===== src/rtl/wrbm_pkg.sv =====
// ----------------------------------------------------------------------------
// Windowed response bias monitor package
// Field widths, register indexes, command codes and the control state type.
// ----------------------------------------------------------------------------
package wrbm_pkg;

    // Configuration port.
    localparam int CFG_INDEX_W = 1;
    localparam int CFG_DATA_W  = 16;
    localparam logic [CFG_INDEX_W-1:0] REG_WINDOW_LENGTH = 1'd0;
    localparam logic [CFG_INDEX_W-1:0] REG_GRACE_TRIALS  = 1'd1;

    // Register widths and reset values.
    localparam int WIN_LEN_W = 7;
    localparam int GRACE_W   = 16;
    localparam logic [WIN_LEN_W-1:0] WIN_LEN_RST = 7'd16;
    localparam logic [GRACE_W-1:0]   GRACE_RST   = 16'd16;

    // Input fields.
    localparam int CHOICE_W   = 8;
    localparam int S_TDATA_W  = 16;
    localparam int S_TUSER_W  = 1;
    localparam logic CMD_TRIAL = 1'b0;
    localparam logic CMD_CLEAR = 1'b1;

    // Output fields.
    localparam int FRAC_BITS   = 16;
    localparam int TASK_MEAN_W = 18;
    localparam int RESP_MEAN_W = 25;
    localparam int ALT_MEAN_W  = 25;
    localparam int M_TDATA_W   = 72;
    localparam int M_PAD_W     = M_TDATA_W - TASK_MEAN_W - RESP_MEAN_W - ALT_MEAN_W;

    // Trial counter.
    localparam int COUNT_W = 16;

    // Control sequencer states.
    typedef enum logic [2:0] {
        ST_IDLE,
        ST_CHECK,
        ST_EVICT,
        ST_THRESH,
        ST_DIV
    } state_t;

endpackage


===== src/rtl/wrbm_div_lane.sv =====
// ----------------------------------------------------------------------------
// Windowed response bias monitor divider lane
// Bit-serial restoring divider: computes trunc(sum * 2^16 / len) for a
// signed sum, one quotient bit per cycle.
// ----------------------------------------------------------------------------
module wrbm_div_lane #(
    parameter int MAG_W = 7,
    parameter int LEN_W = 7,
    parameter int Q_W   = 18
) (
    input  logic                    clk,
    input  logic                    rst_n,
    input  logic                    start,
    input  logic [LEN_W-1:0]        len,
    input  logic signed [MAG_W:0]   sum,
    output logic                    busy,
    output logic signed [Q_W-1:0]   quotient
);

    localparam int DW    = MAG_W + wrbm_pkg::FRAC_BITS;
    localparam int CNT_W = $clog2(DW + 1);

    logic             busy_reg, busy_next;
    logic [CNT_W-1:0] cnt_reg, cnt_next;
    logic [LEN_W-1:0] rem_reg, rem_next;
    logic [LEN_W-1:0] len_reg, len_next;
    logic [DW-1:0]    shf_reg, shf_next;
    logic             neg_reg, neg_next;

    logic [MAG_W:0]   neg_sum;
    logic [MAG_W-1:0] mag;
    logic [LEN_W:0]   trial;
    logic [LEN_W:0]   diff;
    logic             ge;
    logic [Q_W-1:0]   q_mag;

    // Magnitude of the dividend.
    assign neg_sum = -sum;
    assign mag     = sum[MAG_W] ? neg_sum[MAG_W-1:0] : sum[MAG_W-1:0];

    // One restoring step: bring down the next dividend bit and try len.
    assign trial = {rem_reg, shf_reg[DW-1]};
    assign diff  = trial - {1'b0, len_reg};
    assign ge    = (trial >= {1'b0, len_reg});

    always_comb
    begin
        busy_next = busy_reg;
        cnt_next  = cnt_reg;
        rem_next  = rem_reg;
        len_next  = len_reg;
        shf_next  = shf_reg;
        neg_next  = neg_reg;
        if (start)
        begin
            busy_next = 1'b1;
            cnt_next  = CNT_W'(DW);
            rem_next  = '0;
            len_next  = len;
            shf_next  = {mag, {wrbm_pkg::FRAC_BITS{1'b0}}};
            neg_next  = sum[MAG_W];
        end
        else if (busy_reg)
        begin
            rem_next = ge ? diff[LEN_W-1:0] : trial[LEN_W-1:0];
            shf_next = {shf_reg[DW-2:0], ge};
            cnt_next = cnt_reg - 1'b1;
            if (cnt_reg == CNT_W'(1))
            begin
                busy_next = 1'b0;
            end
        end
    end

    // Control state.
    always_ff @(posedge clk or negedge rst_n)
    begin
        if (!rst_n)
        begin
            busy_reg <= 1'b0;
            cnt_reg  <= '0;
        end
        else
        begin
            busy_reg <= busy_next;
            cnt_reg  <= cnt_next;
        end
    end

    // Datapath registers.
    always_ff @(posedge clk)
    begin
        rem_reg <= rem_next;
        len_reg <= len_next;
        shf_reg <= shf_next;
        neg_reg <= neg_next;
    end

    // The quotient register doubles as the shifted dividend; apply the sign.
    assign q_mag    = shf_reg[Q_W-1:0];
    assign quotient = neg_reg ? (~q_mag + 1'b1) : q_mag;
    assign busy     = busy_reg;

endmodule


===== src/rtl/windowed_response_bias_monitor.sv =====
// ----------------------------------------------------------------------------
// Windowed response bias monitor
// Keeps a sliding window of trial outcomes and responses, maintains running
// success, response and alternating-sign response sums, and reports each
// sum divided by the window length as signed fixed point (16 fraction bits).
//
//   channel | direction | handshake            | payload
//   --------+-----------+----------------------+-----------------------------
//   s_*     | in        | s_tvalid / s_tready  | s_tdata, s_tuser (command)
//   m_*     | out       | m_tvalid / m_tready  | m_tdata (three means)
//   cfg_*   | in        | cfg_wr_en            | cfg_index, cfg_wdata
//
// A clear command is done in the idle state. A trial passes the check
// state, an evict and a check step for each window entry dropped (usually
// one) and the threshold state; when a result is due, the bit-serial
// dividers run and then the output register is loaded.
// The window memory needs no clearing pass; all control state resets at once.
// A stalled result sits in the output register while the next transaction
// is taken; only the final load waits for that register to drain.
// ----------------------------------------------------------------------------
module windowed_response_bias_monitor #(
    parameter int WINDOW_MAX = 64
) (
    input  logic                                clk,
    input  logic                                rst_n,
    // Configuration write port.
    input  logic                                cfg_wr_en,
    input  logic [wrbm_pkg::CFG_INDEX_W-1:0]    cfg_index,
    input  logic [wrbm_pkg::CFG_DATA_W-1:0]     cfg_wdata,
    // Input stream.
    input  logic                                s_tvalid,
    output logic                                s_tready,
    // s_tdata: success_flag [0], response_choice [8:1], zero [15:9]
    input  logic [wrbm_pkg::S_TDATA_W-1:0]      s_tdata,
    // s_tuser: command [0]
    input  logic [wrbm_pkg::S_TUSER_W-1:0]      s_tuser,
    // Output stream.
    output logic                                m_tvalid,
    input  logic                                m_tready,
    // m_tdata: task_mean [17:0], response_mean [42:18],
    //          alternation_mean [67:43], zero [71:68]
    output logic [wrbm_pkg::M_TDATA_W-1:0]      m_tdata
);

    localparam int CW   = $clog2(WINDOW_MAX + 1);
    localparam int AW   = $clog2(WINDOW_MAX);
    localparam int SS_W = CW + 1;
    localparam int RS_W = CW + wrbm_pkg::CHOICE_W + 1;
    localparam int LCW  = (CW > wrbm_pkg::WIN_LEN_W) ? CW : wrbm_pkg::WIN_LEN_W;
    localparam int ENT_W = wrbm_pkg::CHOICE_W + 1;

    // Configuration registers.
    logic [wrbm_pkg::WIN_LEN_W-1:0] win_len_reg;
    logic [wrbm_pkg::GRACE_W-1:0]   grace_reg;

    // Control and window state.
    wrbm_pkg::state_t                state_reg, state_next;
    logic [AW-1:0]                   oldest_reg, oldest_next;
    logic [AW-1:0]                   wr_ptr_reg, wr_ptr_next;
    logic [CW-1:0]                   fill_reg, fill_next;
    logic [wrbm_pkg::COUNT_W-1:0]    count_reg, count_next;
    logic signed [SS_W-1:0]          ssum_reg, ssum_next;
    logic signed [RS_W-1:0]          rsum_reg, rsum_next;
    logic signed [RS_W-1:0]          asum_reg, asum_next;

    // Latched trial payload.
    logic                            flag_reg, flag_next;
    logic [wrbm_pkg::CHOICE_W-1:0]   choice_reg, choice_next;

    // Window memory.
    logic [ENT_W-1:0]                win_mem [WINDOW_MAX];
    logic [ENT_W-1:0]                rd_data_reg;
    logic                            mem_we;
    logic                            mem_re;

    // Output register.
    logic                            out_valid_reg, out_valid_next;
    logic [wrbm_pkg::M_TDATA_W-1:0]  out_data_reg, out_data_next;

    // Misc.
    logic                            s_accept;
    logic                            out_free;
    logic [LCW-1:0]                  wl_ext;
    logic [CW-1:0]                   eff_len;
    logic                            evict_needed;
    logic                            result_due;
    logic                            div_start;
    logic                            div_busy;
    logic                            task_busy, resp_busy, alt_busy;
    logic signed [wrbm_pkg::TASK_MEAN_W-1:0] task_q;
    logic signed [wrbm_pkg::RESP_MEAN_W-1:0] resp_q;
    logic signed [wrbm_pkg::ALT_MEAN_W-1:0]  alt_q;
    logic signed [SS_W-1:0]          sv_new, sv_old;
    logic signed [RS_W-1:0]          rv_new, rv_old;

    assign s_accept = s_tvalid && s_tready;
    assign out_free = !out_valid_reg || m_tready;

    // Effective window length: zero acts as one, large values clip.
    assign wl_ext  = LCW'(win_len_reg);
    assign eff_len = (win_len_reg == '0) ? CW'(1) :
                     (wl_ext > LCW'(WINDOW_MAX)) ? CW'(WINDOW_MAX) : wl_ext[CW-1:0];

    assign evict_needed = (fill_reg >= eff_len);
    assign result_due   = (count_reg >= grace_reg) &&
                          (count_reg >= wrbm_pkg::COUNT_W'(eff_len));

    // Signed values of the new and the evicted entry; zero counts as -1.
    assign sv_new = flag_reg ? SS_W'(1) : '1;
    assign rv_new = (choice_reg == '0) ? '1 : RS_W'(choice_reg);
    assign sv_old = rd_data_reg[0] ? SS_W'(1) : '1;
    assign rv_old = (rd_data_reg[ENT_W-1:1] == '0) ? '1 : RS_W'(rd_data_reg[ENT_W-1:1]);

    // Configuration writes.
    always_ff @(posedge clk or negedge rst_n)
    begin
        if (!rst_n)
        begin
            win_len_reg <= wrbm_pkg::WIN_LEN_RST;
            grace_reg   <= wrbm_pkg::GRACE_RST;
        end
        else if (cfg_wr_en)
        begin
            unique case (cfg_index)
                wrbm_pkg::REG_WINDOW_LENGTH: win_len_reg <= cfg_wdata[wrbm_pkg::WIN_LEN_W-1:0];
                wrbm_pkg::REG_GRACE_TRIALS:  grace_reg   <= cfg_wdata[wrbm_pkg::GRACE_W-1:0];
            endcase
        end
    end

    // Next-state logic.
    always_comb
    begin
        state_next = state_reg;
        unique case (state_reg)
            wrbm_pkg::ST_IDLE:
            begin
                if (s_accept && (s_tuser[0] == wrbm_pkg::CMD_TRIAL))
                begin
                    state_next = wrbm_pkg::ST_CHECK;
                end
            end
            wrbm_pkg::ST_CHECK:
            begin
                state_next = evict_needed ? wrbm_pkg::ST_EVICT : wrbm_pkg::ST_THRESH;
            end
            wrbm_pkg::ST_EVICT:
            begin
                state_next = wrbm_pkg::ST_CHECK;
            end
            wrbm_pkg::ST_THRESH:
            begin
                state_next = result_due ? wrbm_pkg::ST_DIV : wrbm_pkg::ST_IDLE;
            end
            wrbm_pkg::ST_DIV:
            begin
                if (!div_busy && out_free)
                begin
                    state_next = wrbm_pkg::ST_IDLE;
                end
            end
            default:
            begin
                state_next = wrbm_pkg::ST_IDLE;
            end
        endcase
    end

    // Datapath and output logic.
    always_comb
    begin
        oldest_next    = oldest_reg;
        wr_ptr_next    = wr_ptr_reg;
        fill_next      = fill_reg;
        count_next     = count_reg;
        ssum_next      = ssum_reg;
        rsum_next      = rsum_reg;
        asum_next      = asum_reg;
        flag_next      = flag_reg;
        choice_next    = choice_reg;
        out_data_next  = out_data_reg;
        out_valid_next = out_valid_reg && !m_tready;
        mem_we         = 1'b0;
        mem_re         = 1'b0;
        div_start      = 1'b0;
        s_tready       = 1'b0;
        unique case (state_reg)
            wrbm_pkg::ST_IDLE:
            begin
                s_tready = 1'b1;
                if (s_accept)
                begin
                    if (s_tuser[0] == wrbm_pkg::CMD_CLEAR)
                    begin
                        oldest_next = '0;
                        wr_ptr_next = '0;
                        fill_next   = '0;
                        count_next  = '0;
                        ssum_next   = '0;
                        rsum_next   = '0;
                        asum_next   = '0;
                    end
                    else
                    begin
                        flag_next   = s_tdata[0];
                        choice_next = s_tdata[wrbm_pkg::CHOICE_W:1];
                        if (count_reg != '1)
                        begin
                            count_next = count_reg + 1'b1;
                        end
                    end
                end
            end
            wrbm_pkg::ST_CHECK:
            begin
                if (evict_needed)
                begin
                    // Fetch the oldest entry for removal.
                    mem_re = 1'b1;
                end
                else
                begin
                    // Append the new entry; its sign follows its position.
                    mem_we      = 1'b1;
                    ssum_next   = ssum_reg + sv_new;
                    rsum_next   = rsum_reg + rv_new;
                    asum_next   = fill_reg[0] ? (asum_reg - rv_new) : (asum_reg + rv_new);
                    wr_ptr_next = (wr_ptr_reg == AW'(WINDOW_MAX - 1)) ? '0 : wr_ptr_reg + 1'b1;
                    fill_next   = fill_reg + 1'b1;
                end
            end
            wrbm_pkg::ST_EVICT:
            begin
                // Removing the oldest entry flips every remaining sign.
                ssum_next   = ssum_reg - sv_old;
                rsum_next   = rsum_reg - rv_old;
                asum_next   = rv_old - asum_reg;
                oldest_next = (oldest_reg == AW'(WINDOW_MAX - 1)) ? '0 : oldest_reg + 1'b1;
                fill_next   = fill_reg - 1'b1;
            end
            wrbm_pkg::ST_THRESH:
            begin
                div_start = result_due;
            end
            wrbm_pkg::ST_DIV:
            begin
                if (!div_busy && out_free)
                begin
                    out_valid_next = 1'b1;
                    out_data_next  = {{wrbm_pkg::M_PAD_W{1'b0}}, alt_q, resp_q, task_q};
                end
            end
            default:
            begin
                s_tready = 1'b0;
            end
        endcase
    end

    // Control registers.
    always_ff @(posedge clk or negedge rst_n)
    begin
        if (!rst_n)
        begin
            state_reg     <= wrbm_pkg::ST_IDLE;
            oldest_reg    <= '0;
            wr_ptr_reg    <= '0;
            fill_reg      <= '0;
            count_reg     <= '0;
            ssum_reg      <= '0;
            rsum_reg      <= '0;
            asum_reg      <= '0;
            out_valid_reg <= 1'b0;
        end
        else
        begin
            state_reg     <= state_next;
            oldest_reg    <= oldest_next;
            wr_ptr_reg    <= wr_ptr_next;
            fill_reg      <= fill_next;
            count_reg     <= count_next;
            ssum_reg      <= ssum_next;
            rsum_reg      <= rsum_next;
            asum_reg      <= asum_next;
            out_valid_reg <= out_valid_next;
        end
    end

    // Payload registers.
    always_ff @(posedge clk)
    begin
        flag_reg     <= flag_next;
        choice_reg   <= choice_next;
        out_data_reg <= out_data_next;
    end

    // Window memory: one write port, one registered read port.
    always_ff @(posedge clk)
    begin
        if (mem_we)
        begin
            win_mem[wr_ptr_reg] <= {choice_reg, flag_reg};
        end
        if (mem_re)
        begin
            rd_data_reg <= win_mem[oldest_reg];
        end
    end

    // Three bit-serial divider lanes started together.
    wrbm_div_lane #(
        .MAG_W (CW),
        .LEN_W (CW),
        .Q_W   (wrbm_pkg::TASK_MEAN_W)
    ) u_task_div (
        .clk      (clk),
        .rst_n    (rst_n),
        .start    (div_start),
        .len      (eff_len),
        .sum      (ssum_reg),
        .busy     (task_busy),
        .quotient (task_q)
    );

    wrbm_div_lane #(
        .MAG_W (CW + wrbm_pkg::CHOICE_W),
        .LEN_W (CW),
        .Q_W   (wrbm_pkg::RESP_MEAN_W)
    ) u_resp_div (
        .clk      (clk),
        .rst_n    (rst_n),
        .start    (div_start),
        .len      (eff_len),
        .sum      (rsum_reg),
        .busy     (resp_busy),
        .quotient (resp_q)
    );

    wrbm_div_lane #(
        .MAG_W (CW + wrbm_pkg::CHOICE_W),
        .LEN_W (CW),
        .Q_W   (wrbm_pkg::ALT_MEAN_W)
    ) u_alt_div (
        .clk      (clk),
        .rst_n    (rst_n),
        .start    (div_start),
        .len      (eff_len),
        .sum      (asum_reg),
        .busy     (alt_busy),
        .quotient (alt_q)
    );

    assign div_busy = task_busy || resp_busy || alt_busy;

    assign m_tvalid = out_valid_reg;
    assign m_tdata  = out_data_reg;

endmodule


===== config.mk =====
export PLATFORM = sky130hd
export DESIGN_NAME = windowed_response_bias_monitor
export DESIGN_NICKNAME = d
export VERILOG_FILES = /design/src/rtl/wrbm_pkg.sv /design/src/rtl/wrbm_div_lane.sv /design/src/rtl/windowed_response_bias_monitor.sv
export SDC_FILE = /design/constraint.sdc
export NUM_CORES = 1
export LEC_CHECK = 0
export ABC_AREA = 0
export BUFFER_PORTS_ARGS = -buffer_cell sky130_fd_sc_hd__buf_2
export CAP_MARGIN = 20
export CORE_AREA = 2 2 328 330
export DETAILED_ROUTE_END_ITERATION = 10
export DIE_AREA = 0 0 330 332
export GPL_TIMING_DRIVEN = 0
export PLACE_DENSITY_LB_ADDON = 0.3
export RECOVER_POWER = 100
export SKIP_CTS_REPAIR_TIMING = 1
export SYNTH_ARGS = -nofsm -noshare
export SYNTH_HDL_FRONTEND = slang
export SYNTH_HIERARCHICAL = 1
export SYNTH_SLANG_ARGS = --single-unit

===== constraint.sdc =====
create_clock -name clk -period 4.5 [get_ports clk]
set_clock_uncertainty 0.1 [all_clocks]
set_input_delay 0.45 -clock clk [delete_from_list [all_inputs] [get_ports clk]]
set_output_delay 0.45 -clock clk [all_outputs]
set_load 0.005 [all_outputs]

==> flow_metrics.env <==
export IMPL_routedWlPerCell_um=21.18
export IMPL_cts_tree="yes"
export IMPL_violations="design-rule violations, max-capacitance violations, max-slew violations"
export IMPL_hold_class="in -> reg"
export IMPL_crit_path_start_kind="flop"
export IMPL_async_flop_share_pct=13.16
export IMPL_first_pass_iters=8
export IMPL_synth_xor_area_share_pct=3.713
export IMPL_stdcell_count=4725
export IMPL_clock_fmax_ghz=0.2240
export IMPL_status="finished with violations"
export IMPL_worst_ir_drop_vdd_mv=0.3066
export IMPL_crit_path_cell_trace="clkbuf_16 > or4_4 > or3_4 > nor3_4 > buf_6 > buf_12 > a21oi_2 > o22ai_1 > inv_1 > fa_2 > nor2b_2 > o21ai_2 > a21oi_2 > o41ai_4 > o21ai_2 > buf_4 > xor2_2 > a221oi_2 > a21oi_1"
export IMPL_worstPathRequired_ns=4.91
export IMPL_fin_nets=3411
export IMPL_largest_register="win_mem"
export IMPL_yosys_top_cells_area="edfxtp_1 51%, mux4_2 9.1%, dfrtp_1 7.0%, ha_1 3.6%, dfxtp_1 3.3%"
export IMPL_maxCapViolCount=1
export IMPL_ys_seq_area_share_pct=61.81
export IMPL_worst_path_max_delay_cell="edfxtp_1"
export IMPL_worst_pin_slew_ns=2.541
export IMPL_die_x_um=330
export IMPL_antenna_found_initial=4
export IMPL_yosys_top_cells_count="723 x edfxtp_1, 230 x nor2_1, 171 x mux4_2"
export IMPL_synth_most_common_cell="edfxtp_1"
export IMPL_synthAdderAreaFrac_pct=4.024
export IMPL_die_area_um2=109600
export IMPL_post_route_min_period_ns=4.463
export IMPL_path_max_fanout=7
export IMPL_clock_latency_ns=0.70
export IMPL_use_met1_pct=23.99
export IMPL_synth_top_area_share_pct=51.42
export IMPL_hold_violations=0
export IMPL_dp_cells=4459
export IMPL_top_usage_layer="met2"
export IMPL_synth_edf_count=723
export IMPL_ys_warn_count=6
export IMPL_grt_max_degree=82
export IMPL_wirelength_um=100100
export IMPL_grt_use_met2_pct=29.77
export IMPL_setup_tns_ns=0
export IMPL_vias=25640
export IMPL_initial_utilization_pct=39.72
export IMPL_rsz0062_at_grt="true"
export IMPL_criticalPathCategory="reg -> reg"
export IMPL_endpoint_kind="flop"
export IMPL_synth_simple_area_share_pct=8.473
export IMPL_synth_ff_type="edfxtp_1"
export IMPL_cts_made_buffers=97
export IMPL_crit_buf_inv=5
export IMPL_ys_types=83
export IMPL_grt_use_total_pct=17.83
export IMPL_drc=17
export IMPL_synthMuxAreaShare_pct=11.55
export IMPL_fin_util_pct=46.66
export IMPL_final_max_slew_viol_count=40
export IMPL_synth_compound_area_share_pct=8.076
export IMPL_gr_total_overflow=0
export IMPL_clkTransAtPathRegs_ns=0.06
export IMPL_grt_pass1_vias=25320
export IMPL_die_y_um=332
export IMPL_power_density_nw_per_um2=523.4
export IMPL_rr_startpoint="choice_reg[0]"
export IMPL_syn_inst=2925
export IMPL_root_buffer="clkbuf_16"
export IMPL_total_power_w=0.02596
export IMPL_min_from="m_tready"
export IMPL_clockBufferDepth=3
export IMPL_syn2layout_area_growth_pct=17.48
export IMPL_coreArea_um2=106300
export IMPL_io_pins=113
export IMPL_worstSetupStartpoint="choice_reg[0]"
export IMPL_synth_avg_cell_area_um2=14.43
export IMPL_largest_register_ffs=576
export IMPL_drtAntennaViolNets=0
export IMPL_syn_cell_area_um2=42220
export IMPL_yosysTopAreaCell="edfxtp_1"
export IMPL_dpl_hpwl_um=68090
export IMPL_routabilityCongestion=0.8548
export IMPL_rows=120
export IMPL_drt_iter0_markers=1976
export IMPL_critPathMaxStageDelay_ns=0.53
export IMPL_finalSetupViolCount=0
export IMPL_htreeDepth=3
export IMPL_ys_seq_elements=912
export IMPL_antenna_cells=0
export IMPL_power_leakage_nw=17.60
export IMPL_max_slew_margin_pct=-69.40
export IMPL_use_met3_pct=2.926
export IMPL_numPortBuffers=101
export IMPL_path_delay_family="simple AND/OR/NAND/NOR gates"
export IMPL_worst_endpoint_arrival_ns=4.88
export IMPL_avgViaCountPerCell=5.425
export IMPL_clock_sinks=912
export IMPL_r2r_setup_slack_ns=0.04
export IMPL_grt_pass1_wl_um=151000
export IMPL_drive_above_1_share_pct=21.85
export IMPL_synth_top_family_by_area="multiplexers"
export IMPL_finalCritPeriodShare_pct=99.19
[layout by cell type (no fill, tap or decap), types with 23 or more instances in the layout]
cell and n:
nand2b_1 55, mux4_2 171, mux2i_1 54, a22o_1 36
mux2_2 41, nand3_1 32, xor2_1 44, inv_1 108
a21o_1 40, a21oi_1 58, buf_4 60, clkbuf_1 112
dfxtp_1 69, nor3b_1 23, dlygate4sd3_1 26, nor3_1 32
o31ai_1 43, buf_2 113, nor2_4 37, o21ai_0 75
nor2b_1 32, nor2_1 163, nor2_2 30, xnor2_1 134
ha_1 121, edfxtp_1 723, clkbuf_16 100, dfrtp_1 118
nand2_1 161
[worst min-delay path, cell delays in order]
cell and delay, ns:
buf_2 0.07, nor2b_1 0.09, a21o_1 0.17
[per-layer routing]
layer  share of wire, %  routed length [µm]  vias up
li1                   -                   -    11920
met1                 43               43080    12920
met2                 49               49130      628
met3                5.3                5281      163
met4                2.6                2589        0
met5                  0                   0        -
[through the flow]
stage	instance area [µm²]	setup slack [ns]	hold WS, ns
2_1_floorplan	42250	-0.03135	0.05441
3_3_place_gp	44510	-1.489	0.3636
3_5_place_dp	45230	-1.090	0.3107
4_1_cts	48340	-1.096	-0.4302
5_1_grt	49600	-0.1085	0.06108
6_report	49600	0.03666	0.06902
[final cells by class]
cell class | count | area (µm²)
clock buffers | 128 | 2634
inverters | 110 | 412.9
well taps | 1403 | 1755
fillers | 9279 | 56700
clock inverters | 52 | 467.9
flip-flops and latches | 912 | 26100
plain buffers | 134 | 595.6
multi-input cells | 1770 | 15700
repair buffers | 216 | 1941
[path summary, 6_finish.rpt]
kind	to	cells past startpoint
hold / removal	m_tvalid	3
hold reg to reg	u_resp_div/neg_reg	0
setup reg to reg	asum_reg[10]	19
min in group asynchronous	grace_reg[3]	2
max in group asynchronous	m_tvalid	2
setup / recovery	asum_reg[10]	19
[cell families (layout without fill, tap and decap cells)]
| logic type | after synthesis | count (layout) |
|---|---|---|
| DFF | 912 | 912 |
| and+or+nand+nor | 711 | 711 |
| AOI/OAI and AO/OA | 477 | 477 |
| muxes | 268 | 268 |
| buffers and inverters | 246 | 640 |
| xor gates and xnor gates | 179 | 179 |
| adders and majority gates | 131 | 131 |
| other | 1 | 4 |
[report_power, final]
part	internal, W	switching [W]	total (W)
logic	0.00351	0.00465	0.00815
registers	0.00960	0.000460	0.0101
clock network	0.00437	0.00337	0.00775
Note: power is estimated with default switching activity, not from simulation.
